`src/design/jmhp_pkg.sv`:
```
// shared types, codes and constants of the jpeg marker header parser
package jmhp_pkg;

    // default depth of the command queue between the parser and the result stage
    localparam int DEF_QUEUE_DEPTH = 4;

    // parser phases
    typedef enum logic [4:0] {
        PH_FIRST,
        PH_SECOND_OK,
        PH_SECOND_BAD,
        PH_FIND_FF,
        PH_MARKER,
        PH_SKIP_HI,
        PH_SKIP_LO,
        PH_SKIP_BODY,
        PH_COM_HI,
        PH_COM_LO,
        PH_COM_BODY,
        PH_SOF_HI,
        PH_SOF_LO,
        PH_SOF_PREC,
        PH_SOF_HH,
        PH_SOF_HL,
        PH_SOF_WH,
        PH_SOF_WL,
        PH_SOF_NC,
        PH_SOF_COMPS,
        PH_DONE,
        PH_STOPPED
    } phase_t;

    // result kinds
    typedef enum logic [2:0] {
        K_TEXT    = 3'd0,
        K_FRAME   = 3'd1,
        K_APP12   = 3'd2,
        K_END     = 3'd3,
        K_ERROR   = 3'd4,
        K_GARBAGE = 3'd5
    } kind_t;

    // error codes
    typedef enum logic [1:0] {
        ERR_NOT_JPEG  = 2'd0,
        ERR_EARLY_EOF = 2'd1,
        ERR_SHORT_LEN = 2'd2,
        ERR_SOF_LEN   = 2'd3
    } err_t;

    // how one comment byte turns into characters
    typedef enum logic [2:0] {
        TX_NONE,
        TX_CHAR,
        TX_NEWLINE,
        TX_BSLASH2,
        TX_OCTAL
    } txt_t;

    // configuration register indexes
    localparam logic REG_VERBOSE = 1'b0;
    localparam logic REG_RAW     = 1'b1;

    // marker and character codes
    localparam logic [7:0] BYTE_FF     = 8'hFF;
    localparam logic [7:0] MK_SOI      = 8'hD8;
    localparam logic [7:0] MK_SOS      = 8'hDA;
    localparam logic [7:0] MK_EOI      = 8'hD9;
    localparam logic [7:0] MK_COM      = 8'hFE;
    localparam logic [7:0] MK_APP12    = 8'hEC;
    localparam logic [3:0] SOF_NIBBLE  = 4'hC;
    localparam logic [3:0] NIB_DHT     = 4'h4;
    localparam logic [3:0] NIB_JPG     = 4'h8;
    localparam logic [3:0] NIB_DAC     = 4'hC;
    localparam logic [7:0] CHAR_CR     = 8'h0D;
    localparam logic [7:0] CHAR_LF     = 8'h0A;
    localparam logic [7:0] CHAR_BSLASH = 8'h5C;
    localparam logic [7:0] CHAR_ZERO   = 8'h30;
    localparam logic [7:0] PRINT_LO    = 8'h20;
    localparam logic [7:0] PRINT_HI    = 8'h7E;
    localparam logic [15:0] MIN_SEG_LEN   = 16'd2;
    localparam logic [15:0] SOF_FIXED_LEN = 16'd8;

    typedef struct packed {
        logic verbose;
        logic raw_text;
    } cfg_t;

    // everything one input byte asks the result stage to emit, in emit order
    typedef struct packed {
        logic        garbage;
        logic        has_end;
        logic        end_eoi;
        logic        has_app12;
        logic        has_frame;
        logic [15:0] width;
        logic [15:0] height;
        logic [7:0]  comps;
        logic [7:0]  prec;
        logic [3:0]  sof_idx;
        logic        has_err;
        err_t        err_code;
        txt_t        txt;
        logic [7:0]  txt_byte;
        logic        tail_nl;
    } cmd_t;

    // one result item
    typedef struct packed {
        kind_t       kind;
        logic [7:0]  text_char;
        logic [15:0] width;
        logic [15:0] height;
        logic [7:0]  comps;
        logic [7:0]  prec;
        logic [3:0]  sof_idx;
        logic        end_marker;
        err_t        err;
        logic        last;
    } res_t;

    // true while a command still has results to emit
    function automatic logic cmd_pending(cmd_t c);
        return c.garbage | c.has_end | c.has_app12 | c.has_frame | c.has_err |
               (c.txt != TX_NONE) | c.tail_nl;
    endfunction

endpackage

```
`src/design/jmhp_front.sv`:
```
// byte parser: walks the marker structure and issues at most one command per byte
module jmhp_front (
    input  logic            aclk,
    input  logic            aresetn,
    input  jmhp_pkg::cfg_t  cfg,
    input  logic            in_valid,
    output logic            in_ready,
    input  logic [7:0]      data_byte,
    input  logic            end_of_file,
    input  logic            new_file,
    input  logic            q_full,
    output logic            push,
    output jmhp_pkg::cmd_t  push_cmd
);
    import jmhp_pkg::*;

    phase_t      phase_reg, phase_next, ph;
    logic [15:0] seg_reg, seg_next, seg;
    logic [9:0]  cbl_reg, cbl_next, cbl;
    logic [15:0] slen_reg, slen_next, slen;
    logic [7:0]  sprec_reg, sprec_next, sprec;
    logic [15:0] sh_reg, sh_next, sh;
    logic [15:0] sw_reg, sw_next, sw;
    logic [3:0]  sidx_reg, sidx_next, sidx;
    logic [7:0]  prev_reg, prev_next, prev;
    logic        garb_reg, garb_next, garb;
    logic        accept;
    logic [15:0] len;
    logic [9:0]  nc3;
    logic [3:0]  nib;
    cmd_t        cmd;

    assign in_ready = !q_full;
    assign accept   = in_valid && in_ready;
    assign push     = accept && cmd_pending(cmd);
    assign push_cmd = cmd;

    // parse state registers
    always_ff @(posedge aclk) begin
        if (!aresetn) begin
            phase_reg <= PH_FIRST;
            seg_reg   <= '0;
            cbl_reg   <= '0;
            slen_reg  <= '0;
            sprec_reg <= '0;
            sh_reg    <= '0;
            sw_reg    <= '0;
            sidx_reg  <= '0;
            prev_reg  <= '0;
            garb_reg  <= 1'b0;
        end else if (accept) begin
            phase_reg <= phase_next;
            seg_reg   <= seg_next;
            cbl_reg   <= cbl_next;
            slen_reg  <= slen_next;
            sprec_reg <= sprec_next;
            sh_reg    <= sh_next;
            sw_reg    <= sw_next;
            sidx_reg  <= sidx_next;
            prev_reg  <= prev_next;
            garb_reg  <= garb_next;
        end
    end

    // a new file starts from a cleared parse
    always_comb begin
        ph    = new_file ? PH_FIRST : phase_reg;
        seg   = new_file ? '0 : seg_reg;
        cbl   = new_file ? '0 : cbl_reg;
        slen  = new_file ? '0 : slen_reg;
        sprec = new_file ? '0 : sprec_reg;
        sh    = new_file ? '0 : sh_reg;
        sw    = new_file ? '0 : sw_reg;
        sidx  = new_file ? '0 : sidx_reg;
        prev  = new_file ? '0 : prev_reg;
        garb  = new_file ? 1'b0 : garb_reg;
    end

    assign len = {seg[15:8], data_byte};
    assign nc3 = {1'b0, data_byte, 1'b0} + {2'b00, data_byte};
    assign nib = data_byte[3:0];

    // next state and command
    always_comb begin
        phase_next = ph;
        seg_next   = seg;
        cbl_next   = cbl;
        slen_next  = slen;
        sprec_next = sprec;
        sh_next    = sh;
        sw_next    = sw;
        sidx_next  = sidx;
        prev_next  = prev;
        garb_next  = garb;
        cmd        = '0;
        if (end_of_file) begin
            if (ph == PH_FIRST || ph == PH_SECOND_OK || ph == PH_SECOND_BAD) begin
                cmd.has_err  = 1'b1;
                cmd.err_code = ERR_NOT_JPEG;
                phase_next   = PH_STOPPED;
            end else if (ph != PH_DONE && ph != PH_STOPPED) begin
                cmd.has_err  = 1'b1;
                cmd.err_code = ERR_EARLY_EOF;
                phase_next   = PH_STOPPED;
            end
        end else begin
            unique case (ph)
                PH_FIRST: begin
                    phase_next = (data_byte == BYTE_FF) ? PH_SECOND_OK : PH_SECOND_BAD;
                end
                PH_SECOND_OK: begin
                    if (data_byte == MK_SOI) begin
                        phase_next = PH_FIND_FF;
                    end else begin
                        cmd.has_err  = 1'b1;
                        cmd.err_code = ERR_NOT_JPEG;
                        phase_next   = PH_STOPPED;
                    end
                end
                PH_SECOND_BAD: begin
                    cmd.has_err  = 1'b1;
                    cmd.err_code = ERR_NOT_JPEG;
                    phase_next   = PH_STOPPED;
                end
                PH_FIND_FF: begin
                    if (data_byte == BYTE_FF) begin
                        phase_next = PH_MARKER;
                    end else begin
                        garb_next = 1'b1;
                    end
                end
                PH_MARKER: begin
                    if (data_byte != BYTE_FF) begin
                        if (garb) begin
                            cmd.garbage = 1'b1;
                            garb_next   = 1'b0;
                        end
                        // marker dispatch
                        if (data_byte[7:4] == SOF_NIBBLE && nib != NIB_DHT &&
                            nib != NIB_JPG && nib != NIB_DAC) begin
                            if (cfg.verbose) begin
                                sidx_next  = nib - {3'b000, (nib > NIB_DHT)}
                                                 - {3'b000, (nib > NIB_JPG)}
                                                 - {3'b000, (nib > NIB_DAC)};
                                phase_next = PH_SOF_HI;
                            end else begin
                                phase_next = PH_SKIP_HI;
                            end
                        end else if (data_byte == MK_SOS || data_byte == MK_EOI) begin
                            cmd.has_end = 1'b1;
                            cmd.end_eoi = (data_byte == MK_EOI);
                            phase_next  = PH_DONE;
                        end else if (data_byte == MK_COM) begin
                            phase_next = PH_COM_HI;
                        end else if (data_byte == MK_APP12 && cfg.verbose) begin
                            cmd.has_app12 = 1'b1;
                            phase_next    = PH_COM_HI;
                        end else begin
                            phase_next = PH_SKIP_HI;
                        end
                    end
                end
                PH_SKIP_HI: begin
                    seg_next   = {data_byte, 8'h00};
                    phase_next = PH_SKIP_LO;
                end
                PH_COM_HI: begin
                    seg_next   = {data_byte, 8'h00};
                    phase_next = PH_COM_LO;
                end
                PH_SKIP_LO: begin
                    if (len < MIN_SEG_LEN) begin
                        cmd.has_err  = 1'b1;
                        cmd.err_code = ERR_SHORT_LEN;
                        phase_next   = PH_STOPPED;
                    end else begin
                        seg_next   = len - MIN_SEG_LEN;
                        phase_next = (len != MIN_SEG_LEN) ? PH_SKIP_BODY : PH_FIND_FF;
                    end
                end
                PH_SKIP_BODY: begin
                    seg_next = seg - 16'd1;
                    if (seg == 16'd1) begin
                        phase_next = PH_FIND_FF;
                    end
                end
                PH_COM_LO: begin
                    if (len < MIN_SEG_LEN) begin
                        cmd.has_err  = 1'b1;
                        cmd.err_code = ERR_SHORT_LEN;
                        phase_next   = PH_STOPPED;
                    end else begin
                        seg_next  = len - MIN_SEG_LEN;
                        prev_next = '0;
                        if (len == MIN_SEG_LEN) begin
                            cmd.tail_nl = 1'b1;
                            phase_next  = PH_FIND_FF;
                        end else begin
                            phase_next = PH_COM_BODY;
                        end
                    end
                end
                PH_COM_BODY: begin
                    // escape class of the comment byte
                    cmd.txt_byte = data_byte;
                    if (cfg.raw_text) begin
                        cmd.txt = TX_CHAR;
                    end else if (data_byte == CHAR_CR) begin
                        cmd.txt = TX_NEWLINE;
                    end else if (data_byte == CHAR_LF) begin
                        cmd.txt = (prev != CHAR_CR) ? TX_NEWLINE : TX_NONE;
                    end else if (data_byte == CHAR_BSLASH) begin
                        cmd.txt = TX_BSLASH2;
                    end else if (data_byte >= PRINT_LO && data_byte <= PRINT_HI) begin
                        cmd.txt = TX_CHAR;
                    end else begin
                        cmd.txt = TX_OCTAL;
                    end
                    prev_next = data_byte;
                    seg_next  = seg - 16'd1;
                    if (seg == 16'd1) begin
                        cmd.tail_nl = 1'b1;
                        phase_next  = PH_FIND_FF;
                    end
                end
                PH_SOF_HI: begin
                    slen_next  = {data_byte, 8'h00};
                    phase_next = PH_SOF_LO;
                end
                PH_SOF_LO: begin
                    slen_next  = {slen[15:8], data_byte};
                    phase_next = PH_SOF_PREC;
                end
                PH_SOF_PREC: begin
                    sprec_next = data_byte;
                    phase_next = PH_SOF_HH;
                end
                PH_SOF_HH: begin
                    sh_next    = {data_byte, 8'h00};
                    phase_next = PH_SOF_HL;
                end
                PH_SOF_HL: begin
                    sh_next    = {sh[15:8], data_byte};
                    phase_next = PH_SOF_WH;
                end
                PH_SOF_WH: begin
                    sw_next    = {data_byte, 8'h00};
                    phase_next = PH_SOF_WL;
                end
                PH_SOF_WL: begin
                    sw_next    = {sw[15:8], data_byte};
                    phase_next = PH_SOF_NC;
                end
                PH_SOF_NC: begin
                    cmd.has_frame = 1'b1;
                    cmd.width     = sw;
                    cmd.height    = sh;
                    cmd.comps     = data_byte;
                    cmd.prec      = sprec;
                    cmd.sof_idx   = sidx;
                    // segment length must cover the component table exactly
                    if (slen != SOF_FIXED_LEN + {6'b000000, nc3}) begin
                        cmd.has_err  = 1'b1;
                        cmd.err_code = ERR_SOF_LEN;
                        phase_next   = PH_STOPPED;
                    end else begin
                        cbl_next   = nc3;
                        phase_next = (nc3 != '0) ? PH_SOF_COMPS : PH_FIND_FF;
                    end
                end
                PH_SOF_COMPS: begin
                    cbl_next = cbl - 10'd1;
                    if (cbl == 10'd1) begin
                        phase_next = PH_FIND_FF;
                    end
                end
                PH_DONE, PH_STOPPED: begin
                    phase_next = ph;
                end
                default: begin
                    phase_next = PH_STOPPED;
                end
            endcase
        end
    end

endmodule

```
`src/design/jmhp_cmd_queue.sv`:
```
// small command queue between the parser and the result stage
module jmhp_cmd_queue #(
    parameter int DEPTH = jmhp_pkg::DEF_QUEUE_DEPTH
) (
    input  logic            aclk,
    input  logic            aresetn,
    input  logic            push,
    input  jmhp_pkg::cmd_t  push_cmd,
    output logic            full,
    input  logic            pop,
    output logic            q_valid,
    output jmhp_pkg::cmd_t  q_cmd
);
    import jmhp_pkg::*;

    localparam int PW = (DEPTH > 1) ? $clog2(DEPTH) : 1;
    localparam int CW = $clog2(DEPTH + 1);
    localparam logic [PW-1:0] LAST_PTR = PW'(DEPTH - 1);
    localparam logic [CW-1:0] FULL_CNT = CW'(DEPTH);

    cmd_t          mem [DEPTH];
    logic [PW-1:0] wr_ptr_reg, rd_ptr_reg;
    logic [CW-1:0] count_reg, count_next;

    assign full    = (count_reg == FULL_CNT);
    assign q_valid = (count_reg != '0);
    assign q_cmd   = mem[rd_ptr_reg];

    // storage
    always_ff @(posedge aclk) begin
        if (push) begin
            mem[wr_ptr_reg] <= push_cmd;
        end
    end

    // occupancy
    always_comb begin
        count_next = count_reg;
        if (push && !pop) begin
            count_next = count_reg + CW'(1);
        end else if (pop && !push) begin
            count_next = count_reg - CW'(1);
        end
    end

    // pointers
    always_ff @(posedge aclk) begin
        if (!aresetn) begin
            wr_ptr_reg <= '0;
            rd_ptr_reg <= '0;
            count_reg  <= '0;
        end else begin
            count_reg <= count_next;
            if (push) begin
                wr_ptr_reg <= (wr_ptr_reg == LAST_PTR) ? '0 : wr_ptr_reg + PW'(1);
            end
            if (pop) begin
                rd_ptr_reg <= (rd_ptr_reg == LAST_PTR) ? '0 : rd_ptr_reg + PW'(1);
            end
        end
    end

endmodule

```
`src/design/jmhp_back.sv`:
```
// result stage: expands each command into result items, one per cycle while the output is not stalled
module jmhp_back (
    input  logic            aclk,
    input  logic            aresetn,
    input  logic            q_valid,
    input  jmhp_pkg::cmd_t  q_cmd,
    output logic            pop,
    output logic            out_valid,
    input  logic            out_ready,
    output jmhp_pkg::res_t  out_res
);
    import jmhp_pkg::*;

    cmd_t       cur_reg, rem;
    logic       cur_valid_reg;
    logic [1:0] step_reg, step_next;
    logic       out_valid_reg;
    res_t       out_reg, item;
    logic [7:0] tchar;
    logic       txt_done;
    logic       out_free, emit, cur_done;

    assign out_free  = !out_valid_reg || out_ready;
    assign emit      = cur_valid_reg && out_free;
    assign cur_done  = emit && item.last;
    assign pop       = q_valid && (!cur_valid_reg || cur_done);
    assign out_valid = out_valid_reg;
    assign out_res   = out_reg;

    // character of the current escape step
    always_comb begin
        tchar    = cur_reg.txt_byte;
        txt_done = 1'b1;
        case (cur_reg.txt)
            TX_NEWLINE: tchar = CHAR_LF;
            TX_BSLASH2: begin
                tchar    = CHAR_BSLASH;
                txt_done = (step_reg == 2'd1);
            end
            TX_OCTAL: begin
                txt_done = (step_reg == 2'd3);
                case (step_reg)
                    2'd0:    tchar = CHAR_BSLASH;
                    2'd1:    tchar = CHAR_ZERO + {6'b000000, cur_reg.txt_byte[7:6]};
                    2'd2:    tchar = CHAR_ZERO + {5'b00000, cur_reg.txt_byte[5:3]};
                    default: tchar = CHAR_ZERO + {5'b00000, cur_reg.txt_byte[2:0]};
                endcase
            end
            default: tchar = cur_reg.txt_byte;
        endcase
    end

    // pick the next result in emit order
    always_comb begin
        item      = '0;
        rem       = cur_reg;
        step_next = step_reg;
        if (cur_reg.garbage) begin
            item.kind   = K_GARBAGE;
            rem.garbage = 1'b0;
        end else if (cur_reg.has_end) begin
            item.kind       = K_END;
            item.end_marker = cur_reg.end_eoi;
            rem.has_end     = 1'b0;
        end else if (cur_reg.has_app12) begin
            item.kind     = K_APP12;
            rem.has_app12 = 1'b0;
        end else if (cur_reg.has_frame) begin
            item.kind     = K_FRAME;
            item.width    = cur_reg.width;
            item.height   = cur_reg.height;
            item.comps    = cur_reg.comps;
            item.prec     = cur_reg.prec;
            item.sof_idx  = cur_reg.sof_idx;
            rem.has_frame = 1'b0;
        end else if (cur_reg.has_err) begin
            item.kind   = K_ERROR;
            item.err    = cur_reg.err_code;
            rem.has_err = 1'b0;
        end else if (cur_reg.txt != TX_NONE) begin
            item.kind      = K_TEXT;
            item.text_char = tchar;
            if (txt_done) begin
                rem.txt   = TX_NONE;
                step_next = 2'd0;
            end else begin
                step_next = step_reg + 2'd1;
            end
        end else if (cur_reg.tail_nl) begin
            item.kind      = K_TEXT;
            item.text_char = CHAR_LF;
            rem.tail_nl    = 1'b0;
        end
        item.last = !cmd_pending(rem);
    end

    // current command
    always_ff @(posedge aclk) begin
        if (!aresetn) begin
            cur_valid_reg <= 1'b0;
            step_reg      <= 2'd0;
        end else if (pop) begin
            cur_valid_reg <= 1'b1;
            step_reg      <= 2'd0;
        end else if (cur_done) begin
            cur_valid_reg <= 1'b0;
            step_reg      <= 2'd0;
        end else if (emit) begin
            step_reg <= step_next;
        end
    end

    always_ff @(posedge aclk) begin
        if (pop) begin
            cur_reg <= q_cmd;
        end else if (emit) begin
            cur_reg <= rem;
        end
    end

    // output register
    always_ff @(posedge aclk) begin
        if (!aresetn) begin
            out_valid_reg <= 1'b0;
        end else if (emit) begin
            out_valid_reg <= 1'b1;
        end else if (out_ready) begin
            out_valid_reg <= 1'b0;
        end
    end

    always_ff @(posedge aclk) begin
        if (emit) begin
            out_reg <= item;
        end
    end

endmodule

```
`src/design/jpeg_marker_header_parser.sv`:
```
// jpeg marker header parser: signature check, marker walk, frame info and comment text
// path: a result's command passes through the command queue, the current command register and the output register
// throughput: one byte per cycle while the command queue has room; results leave
// at one per cycle while m_ready is high, so an octal-escaped comment byte (up to
// 5 results) holds the result stage and back-pressures the input through the queue
// reset: synchronous active-low aresetn clears the parse, the queue and both config bits
module jpeg_marker_header_parser #(
    parameter int QUEUE_DEPTH = jmhp_pkg::DEF_QUEUE_DEPTH
) (
    input  logic        aclk,
    input  logic        aresetn,
    input  logic        cfg_wr_en,
    input  logic        cfg_index,
    input  logic        cfg_wr_data,
    input  logic        s_valid,
    output logic        s_ready,
    input  logic [7:0]  s_data_byte,
    input  logic        s_end_of_file,
    input  logic        s_new_file,
    output logic        m_valid,
    input  logic        m_ready,
    output logic [2:0]  m_out_kind,
    output logic [7:0]  m_text_char,
    output logic [15:0] m_frame_width,
    output logic [15:0] m_frame_height,
    output logic [7:0]  m_component_count,
    output logic [7:0]  m_sample_precision,
    output logic [3:0]  m_sof_process,
    output logic        m_end_marker,
    output logic [1:0]  m_error_code,
    output logic        m_last
);
    import jmhp_pkg::*;

    cfg_t cfg_reg;
    logic push, full, pop, q_valid;
    cmd_t push_cmd, q_cmd;
    res_t res;

    // configuration registers
    always_ff @(posedge aclk) begin
        if (!aresetn) begin
            cfg_reg <= '0;
        end else if (cfg_wr_en) begin
            if (cfg_index == REG_VERBOSE) begin
                cfg_reg.verbose <= cfg_wr_data;
            end else begin
                cfg_reg.raw_text <= cfg_wr_data;
            end
        end
    end

    jmhp_front u_front (
        .aclk        (aclk),
        .aresetn     (aresetn),
        .cfg         (cfg_reg),
        .in_valid    (s_valid),
        .in_ready    (s_ready),
        .data_byte   (s_data_byte),
        .end_of_file (s_end_of_file),
        .new_file    (s_new_file),
        .q_full      (full),
        .push        (push),
        .push_cmd    (push_cmd)
    );

    jmhp_cmd_queue #(
        .DEPTH (QUEUE_DEPTH)
    ) u_queue (
        .aclk     (aclk),
        .aresetn  (aresetn),
        .push     (push),
        .push_cmd (push_cmd),
        .full     (full),
        .pop      (pop),
        .q_valid  (q_valid),
        .q_cmd    (q_cmd)
    );

    jmhp_back u_back (
        .aclk      (aclk),
        .aresetn   (aresetn),
        .q_valid   (q_valid),
        .q_cmd     (q_cmd),
        .pop       (pop),
        .out_valid (m_valid),
        .out_ready (m_ready),
        .out_res   (res)
    );

    // result fields
    assign m_out_kind         = res.kind;
    assign m_text_char        = res.text_char;
    assign m_frame_width      = res.width;
    assign m_frame_height     = res.height;
    assign m_component_count  = res.comps;
    assign m_sample_precision = res.prec;
    assign m_sof_process      = res.sof_idx;
    assign m_end_marker       = res.end_marker;
    assign m_error_code       = res.err;
    assign m_last             = res.last;

endmodule

```
`config.mk`:
```
export PLATFORM = sky130hd
export DESIGN_NAME = jpeg_marker_header_parser
export DESIGN_NICKNAME = d
export VERILOG_FILES = /design/src/design/jmhp_pkg.sv /design/src/design/jmhp_front.sv /design/src/design/jmhp_cmd_queue.sv /design/src/design/jmhp_back.sv /design/src/design/jpeg_marker_header_parser.sv
export SDC_FILE = /design/constraint.sdc
export NUM_CORES = 1
export LEC_CHECK = 0
export BUFFER_PORTS_ARGS = -buffer_cell sky130_fd_sc_hd__buf_2
export CAP_MARGIN = 0
export CORE_AREA = 2 2 181 254
export DETAILED_ROUTE_END_ITERATION = 16
export DIE_AREA = 0 0 183 256
export PLACE_DENSITY_LB_ADDON = 0.25
export SLEW_MARGIN = 10
export SYNTH_ARGS = -nofsm -noshare
export SYNTH_HDL_FRONTEND = slang
export SYNTH_SLANG_ARGS = --single-unit
```
`constraint.sdc`:
```
create_clock -name aclk -period 7.73 [get_ports aclk]
set_clock_uncertainty 0.15 [all_clocks]
set_input_delay 1.546 -clock aclk [delete_from_list [all_inputs] [get_ports aclk]]
set_output_delay 1.546 -clock aclk [all_outputs]
set_load 0.03 [all_outputs]
```
Word level (Yosys, flattened, before mapping) --
Memories as Yosys holds them, arrays and structs flattened. A register that Yosys moved wholly into a read port is not among the register bits. Index checks and enable logic that the tools add are counted.
Word-level totals: memories 1, register bits after elaboration 252, word-level logic and storage cells 316, output and inout bits 69, RAM bits 288, input bits 17
Memories:
- u_queue.mem | depth 4, bits a word 72, rd ports 1, clocked after memory_dff 1, write ports 1, line jmhp_cmd_queue.sv:21 | cmd_t mem [DEPTH];
Operators by class: reductions and logical operators 48, eq/ne operators 52, add/sub/neg operators 16, bitwise gates (word level) 18, magnitude comparators 6, muxes and demuxes 131
Operators by type and width (count):
- $mux W16 | 9
- $mux W72 | 2
- $pmux W16 S2 | 3
- $pmux W5 S19 | 1
- $mux W3 | 26
- $mux W5 | 15
- $mux W57 | 1
- $mux W8 | 7
- $mux W53 | 1
- $mux W4 | 13
- $eq A8 B8 Y1 const B | 6
- $pmux W16 S3 | 1
- $pmux W8 S3 | 2
- $eq A5 B4 Y1 const B | 8
- $eq A5 B5 Y1 const B | 6
- $mux W10 | 3
- $mux W1 | 29
- $eq A5 B3 Y1 const B | 4
- $mux W2 | 10
- $pmux W10 S2 | 1
- $eq A16 B1 Y1 const B | 1
- $eq A16 B2 Y1 const B | 1
- $eq A8 B4 Y1 const B | 2
- $lt A16 B2 Y1 const B | 1
- other kinds (52) | 118

Longest topological paths before layout --
depth in word-level cells 20, depth in mapped cells 22

Modules after synthesis --
A second synthesis with hierarchy kept.
Unflattened totals: cells, all modules 1863, area, all modules 24549.8 sq um
By module, submodules not included:
- jmhp_cmd_queue | times used 1, sequential area each 8828.5 sq um, cells each 420, area each 10926.7 sq um
- jmhp_front | times used 1, sequential area each 2001.9 sq um, cells each 1037, area each 7674.9 sq um
- jmhp_back | times used 1, sequential area each 4254.1 sq um, cells each 397, area each 5856.9 sq um
- jpeg_marker_header_parser | times used 1, sequential area each 40.0 sq um, cells each 9, area each 91.3 sq um

Least setup slack after synthesis --
Ideal clock, no wire load.
path kind in2reg, start point input port s_data_byte[1], end point memory u_queue.mem[3][0] (netlist name), enable pin, library setup time 0.438 ns, stages 17, setup slack 0.915 ns, arrival time 6.227 ns, path buffers 1, cells stage by stage clkbuf_1 inv_1 ha_1 a21o_1 a211o_1 and2_1 ha_1 xnor2_1 nand3b_1 a21oi_1 o221ai_1 or3_1 a211oi_2 o211ai_4 o21ai_1 a31oi_4 and2_1
On the way: longest elaborated chain between the ends 17, elaborated cells on any way between the ends 58
RTL lines:
- start: declaration | line jpeg_marker_header_parser.sv:17 | input logic [7:0] s_data_byte,
- branches (longest 13 deep; another with $add A4 B10 Y11)
- $or A1 B1 Y1 * | line jmhp_pkg.sv:125 | (c.txt != TX_NONE) | c.tail_nl;
- $logic_and A1 B1 Y1 * | line jmhp_front.sv:35 | assign push = accept && cmd_pending(cmd);
- named net push | line jpeg_marker_header_parser.sv:36 | logic push, full, pop, q_valid;
- $mux W1 * | line jmhp_cmd_queue.sv:31 | if (push) begin
- $mux W1 (implied by the code) * | line jmhp_cmd_queue.sv:32 | mem[wr_ptr_reg] <= push_cmd;
- end: declaration | line jmhp_cmd_queue.sv:21
Mark *: on every way through the listed nets, which the timed path passes.

Worst setup path after layout --
start point input port s_data_byte[1], end point register u_queue.count_reg[2]
On the way: longest elaborated chain between the ends 18, elaborated cells on any way between the ends 61
RTL lines:
- branches (longest 13 deep; another with $add A4 B10 Y11)
- $or A1 B1 Y1 * | line jmhp_pkg.sv:125
- $logic_and A1 B1 Y1 * | line jmhp_front.sv:35
- named net push | line jpeg_marker_header_parser.sv:36
- $logic_not A1 Y1 | line jmhp_cmd_queue.sv:41 | end else if (pop && !push) begin
- $logic_and A1 B1 Y1 | line jmhp_cmd_queue.sv:41
- $reduce_bool A2 Y1 (no source line)
- end signal: assignment | line jmhp_cmd_queue.sv:53 | count_reg <= count_next;
- end: declaration | line jmhp_cmd_queue.sv:23 | logic [CW-1:0] count_reg, count_next;
Marked as above. A chain may end at the register's enable or synchronous reset.

==> reports/results.env <==
YS_ASYNC_SR_FRACTION_PCT=0
FLOP_TO_FLOP_SETUP_SLACK_NS=2.51
CLK_PIN_SLEW_WORST_PATHS_NS=0.06
NUMBER_OF_ENABLE_TYPE_REGISTER_CELLS_IN_THE_SYNTHESIZED_NETLIST=427
CTS-ROOT-TO-SINK-BUFFERS=3
ROUTABILITYCONGESTION=0.927
RUN_STATUS='finished clean'
SYNTHESIZED_AREA_PER_CELL_UM2=12.8
POST_ROUTE_CELLS_DRIVE_ABOVE_1_SHARE_PCT=14.8
SYNTH_XOR_AREA_SHARE_PCT=1.10
WL_PER_CELL_UM=22.4
FINAL_CRITICAL_PATH_SETUP_SLACK_NS=1.33
R2R_START='u_front.phase_reg[3]'
CRITICAL_PATH_ARRIVAL_NS=6.75
NUMPORTBUFFERS=85
INITIAL_UTILIZATION_PCT=54.1
FILLERINSTANCES=3453
YOSYSTOPAREACELLSHARE_PCT=53.1
CHIP_HEIGHT_UM=256
FINAL_ANTENNA_NET_COUNT=0
AREA_GROWTH_SYN_TO_LAYOUT_PCT=10.9
SETUP_VIOL_COUNT_FINAL=0
POST_ROUTE_INSTS_NO_FILL=2547
PLACE.DETAILED.HPWL_UM=37800
GRT_ANTENNA_BEFORE_REPAIR=0
DRT_ITER0_DRC=1259
WORST_EP_REQUIRED_NS=8.08
FINALNETCOUNT=2011
POWER.STATIC_LEAKAGE_nW=9.51
FIRST_GLOBAL_VIAS=15700
FRACTION_OF_POWER_CONSUMED_BY_SEQUENTIAL_LOGIC_PCT=47.3
YOSYSWARNINGCOUNT=0
TIMING.CRITICAL_PATH.CELLS='buf_2, inv_1, ha_1, a21o_1, a211o_1, and2_1, ha_1, xnor2_1, nand3b_1, a21oi_1, o221ai_1, or3_1, a211oi_2, o211ai_4, o21ai_1, a31oi_4, ha_1, inv_1, fa_1, xor2_1, or3_1, a21oi_1'
HTREE_NUM_LEVELS=2
POWER_FRAC_CLOCK_PCT=29.3
TIMING.SETUP.CRITICAL_PATH_CLASS='in -> reg'
SETUP-TNS-FINAL_NS=0
CLOCK_INSERTION_DELAY_WORST_SKEW_NS=0.58
FINALHOLDVIOLCOUNT=0
SYNTH.AREA.MUX_SHARE_PCT=7.36
SWITCHING_POWER_mW=2.54
CRIT_SLOWEST_CELL='o21ai_1'
HOLD_END='u_front.seg_reg[6]'
POWER.TOTAL_mW=8.32
ANTENNADIODECOUNT=0
YS_SEQ_ELEMENTS=542
LARGEST_FAMILY_OF_LOGIC_CELLS_BY_SYNTHESIZED_AREA='simple AND/OR/NAND/NOR gates'
RELSLEWSLACK_PCT=19.5
MAX_FREQ_GHz=0.156
POWER_DENSITY_nW_PER_UM2=311
SYNTH_MOST_COMMON_CELL='edfxtp_1'
HOLDBUFCOUNTCTS=0
CPMOSTUSEDCELL='ha_1'
NUMBER_OF_LIBRARY_CELL_TYPES_MAPPED_BY_SYNTHESIS=77
AREA_POST_PLACEMENT_UM2=25200
GRT_PASS1_WL_UM=89000
GRT_SETUP_UNREPAIRED='false'
LARGEST_REGISTER_FF_COUNT=288
TIMING.FINAL.MAX_SLEW_VIOLATIONS=0
YOSYSTOPAREACELL='edfxtp_1'
SYNTH_COMPOUND_GATE_AREA_SHARE_PCT=10.2
GLOBAL_ROUTE.USAGE.TOTAL_PCT=24.4
COMBPWRFRAC_PCT=23.4
DIE-AREA_UM2=46800
DR.PASS1.ITERS=7
CTS_POST_SETUP_BUFFERS_INSERTED=0
POST-PLACE-CELLS=2454
WORST_REG2REG_PATH_DEPTH=14
BOUNDARYPINS=86
SYNTH_TOP_CELLS_BY_AREA='edfxtp_1 (53%), dfxtp_1 (9.5%), mux4_2 (6.7%)'
SYNTH_SIMPLE_GATE_AREA_SHARE_PCT=13.5
SYNTH_ADDER_AREA_SHARE_PCT=2.86
WORST_R2R_ENDPOINT='u_queue.count_reg[2]'
WORST_SETUP_PATH_START_KIND='input pin'
DETAIL_ROUTED_VIA_COUNT_PER_CELL=6.19
CTS_NUM_SINKS=542
DIE_W_UM=183
DETAILROUTE.VIA_COUNT=15800
MIN_FROM='u_front.seg_reg[6]'
DRT_WL_TOTAL_UM=57100
SYNTHTOPCELLSBYCOUNT='edfxtp_1 (427), nor2_1 (192), and2_1 (120)'
CTSROOTBUFFERMASTER='clkbuf_16'
PRECTSSETUPSLACK_NS=0.800
CTS_MADE_BUFFERS=50
TIMING.MAX_CAP.VIOLATIONS=0
MAPPEDNETLISTAREA_UM2=24200
IR_DROP_mV=0.216
TIMING.CRITICAL_PATH.SLOWEST_CELL_DELAY_NS=0.47
SWITCHING_FRACTION_PCT=30.5
WHS_PATH_DEPTH=2
CORE_REGION_AREA_UM2=44700
HIGHEST_FANOUT_SEEN_ON_THE_CRITICAL_PATH=14
DETAIL_ROUTE.DRC_VIOLATIONS=0
POST-ROUTE-MIN-PERIOD_NS=6.40
MIN_PATH_TYPE='reg -> reg'
SYN_NETS=1955
CTS_TREE='built'
CRIT_PATH_END_KIND='flip-flop'
POST_SYNTH_INST_COUNT=1886
TRANSITION_TIME_AT_THE_PIN_WITH_THE_LEAST_SLEW_MARGIN_NS=1.19
SYNTH_TOP_FLOP_CELL='edfxtp_1'
FINAL_CELL_AREA_UM2=26800
PART_OF_THE_YOSYS_AREA_USED_FOR_SEQUENTIAL_ELEMENTS_PCT=62.6
LAYOUT_WORST_PATH_CYCLE_SHARE_PCT=82.9
GRT_MAX_DEGREE=95
ROWS=92
POST_CTS.RESIZED_INSTANCES=0
CELLINTERNALPOWER_mW=5.79
GRT_REMAINING_OVERFLOW=0
worst max-delay path by stage:
stage / from / to / depth (start not counted)
after floorplan: s_data_byte[1] / u_queue.mem[3][0] / 17
final: s_data_byte[1] / u_queue.count_reg[2] / 22
after global routing: s_data_byte[1] / u_queue.count_reg[2] / 22
after CTS: s_data_byte[1] / u_queue.count_reg[2] / 22
after global placement: s_data_byte[1] / u_queue.count_reg[2] / 22
after detailed placement: s_data_byte[1] / u_queue.count_reg[2] / 22
placed cells by master, fill, tap and decap left out, types with 42 or more instances in the layout:
cell type    n
edfxtp_1   427
nor3_1      42
nor2_1     191
clkbuf_16   50
a21oi_1     85
buf_2       85
mux4_2      72
ha_1        48
and3_1      65
nand2_1    112
a22oi_1     78
dfxtp_1    113
and2_1     115
o21ai_0     83
layout make-up:
cell class	instances	area [um^2]	share of cell area, %
clock inverter	34	327	1.22
multi-input combinational	1195	8500	31.7
inverter	42	160	0.598
timing repair buffer	111	671	2.50
tap	564	706	2.63
clock buffer	59	1290	4.83
sequential	542	15100	56.5
routing by layer:
layer	GRT usage [%]	part of all wire (%)	vias up
li1	-	-	7248
met1	32.0	41	7758
met2	40.0	48	596
met3	3.12	5.4	166
met4	12.7	5.4	0
met5	0	0	-
kinds of logic after synthesis:
logic type | Yosys count
buffers and inverters | 149
xor gates and xnor gates | 28
AOI/OAI and AO/OA | 374
DFF | 542
muxes | 87
and+or+nand+nor | 653
adders and majority gates | 53
power by group through the flow:
stage	logic [mW]	registers (mW)	clock network (mW)
floorplan	1.27	4.15	0
global route	2.13	3.99	2.60
finish	1.95	3.94	2.44
detailed placement	1.96	4.00	0
CTS	1.97	3.94	2.49
global placement	1.94	3.98	0
worst max-delay path, delay by kind of cell:
| kind | cells | cell delay [ns] |
|---|---|---|
| AO/OA/AOI/OAI | 9 | 2.03 |
| XOR/XNOR | 2 | 0.22 |
| buffers and inverters | 3 | 0.75 |
| adder cells (fa/ha/maj) | 4 | 1.24 |
| AND/OR/NAND/NOR | 4 | 0.94 |
through the flow:
stage	util, %	hold WS [ns]
6_report	60.0	0.327
5_1_grt	60.0	0.355
4_1_cts	60.0	0.328
3_5_place_dp	56.3	0.320
3_3_place_gp	56.3	0.304
2_1_floorplan	-	0.296
Power figures use the tool's default switching activity.
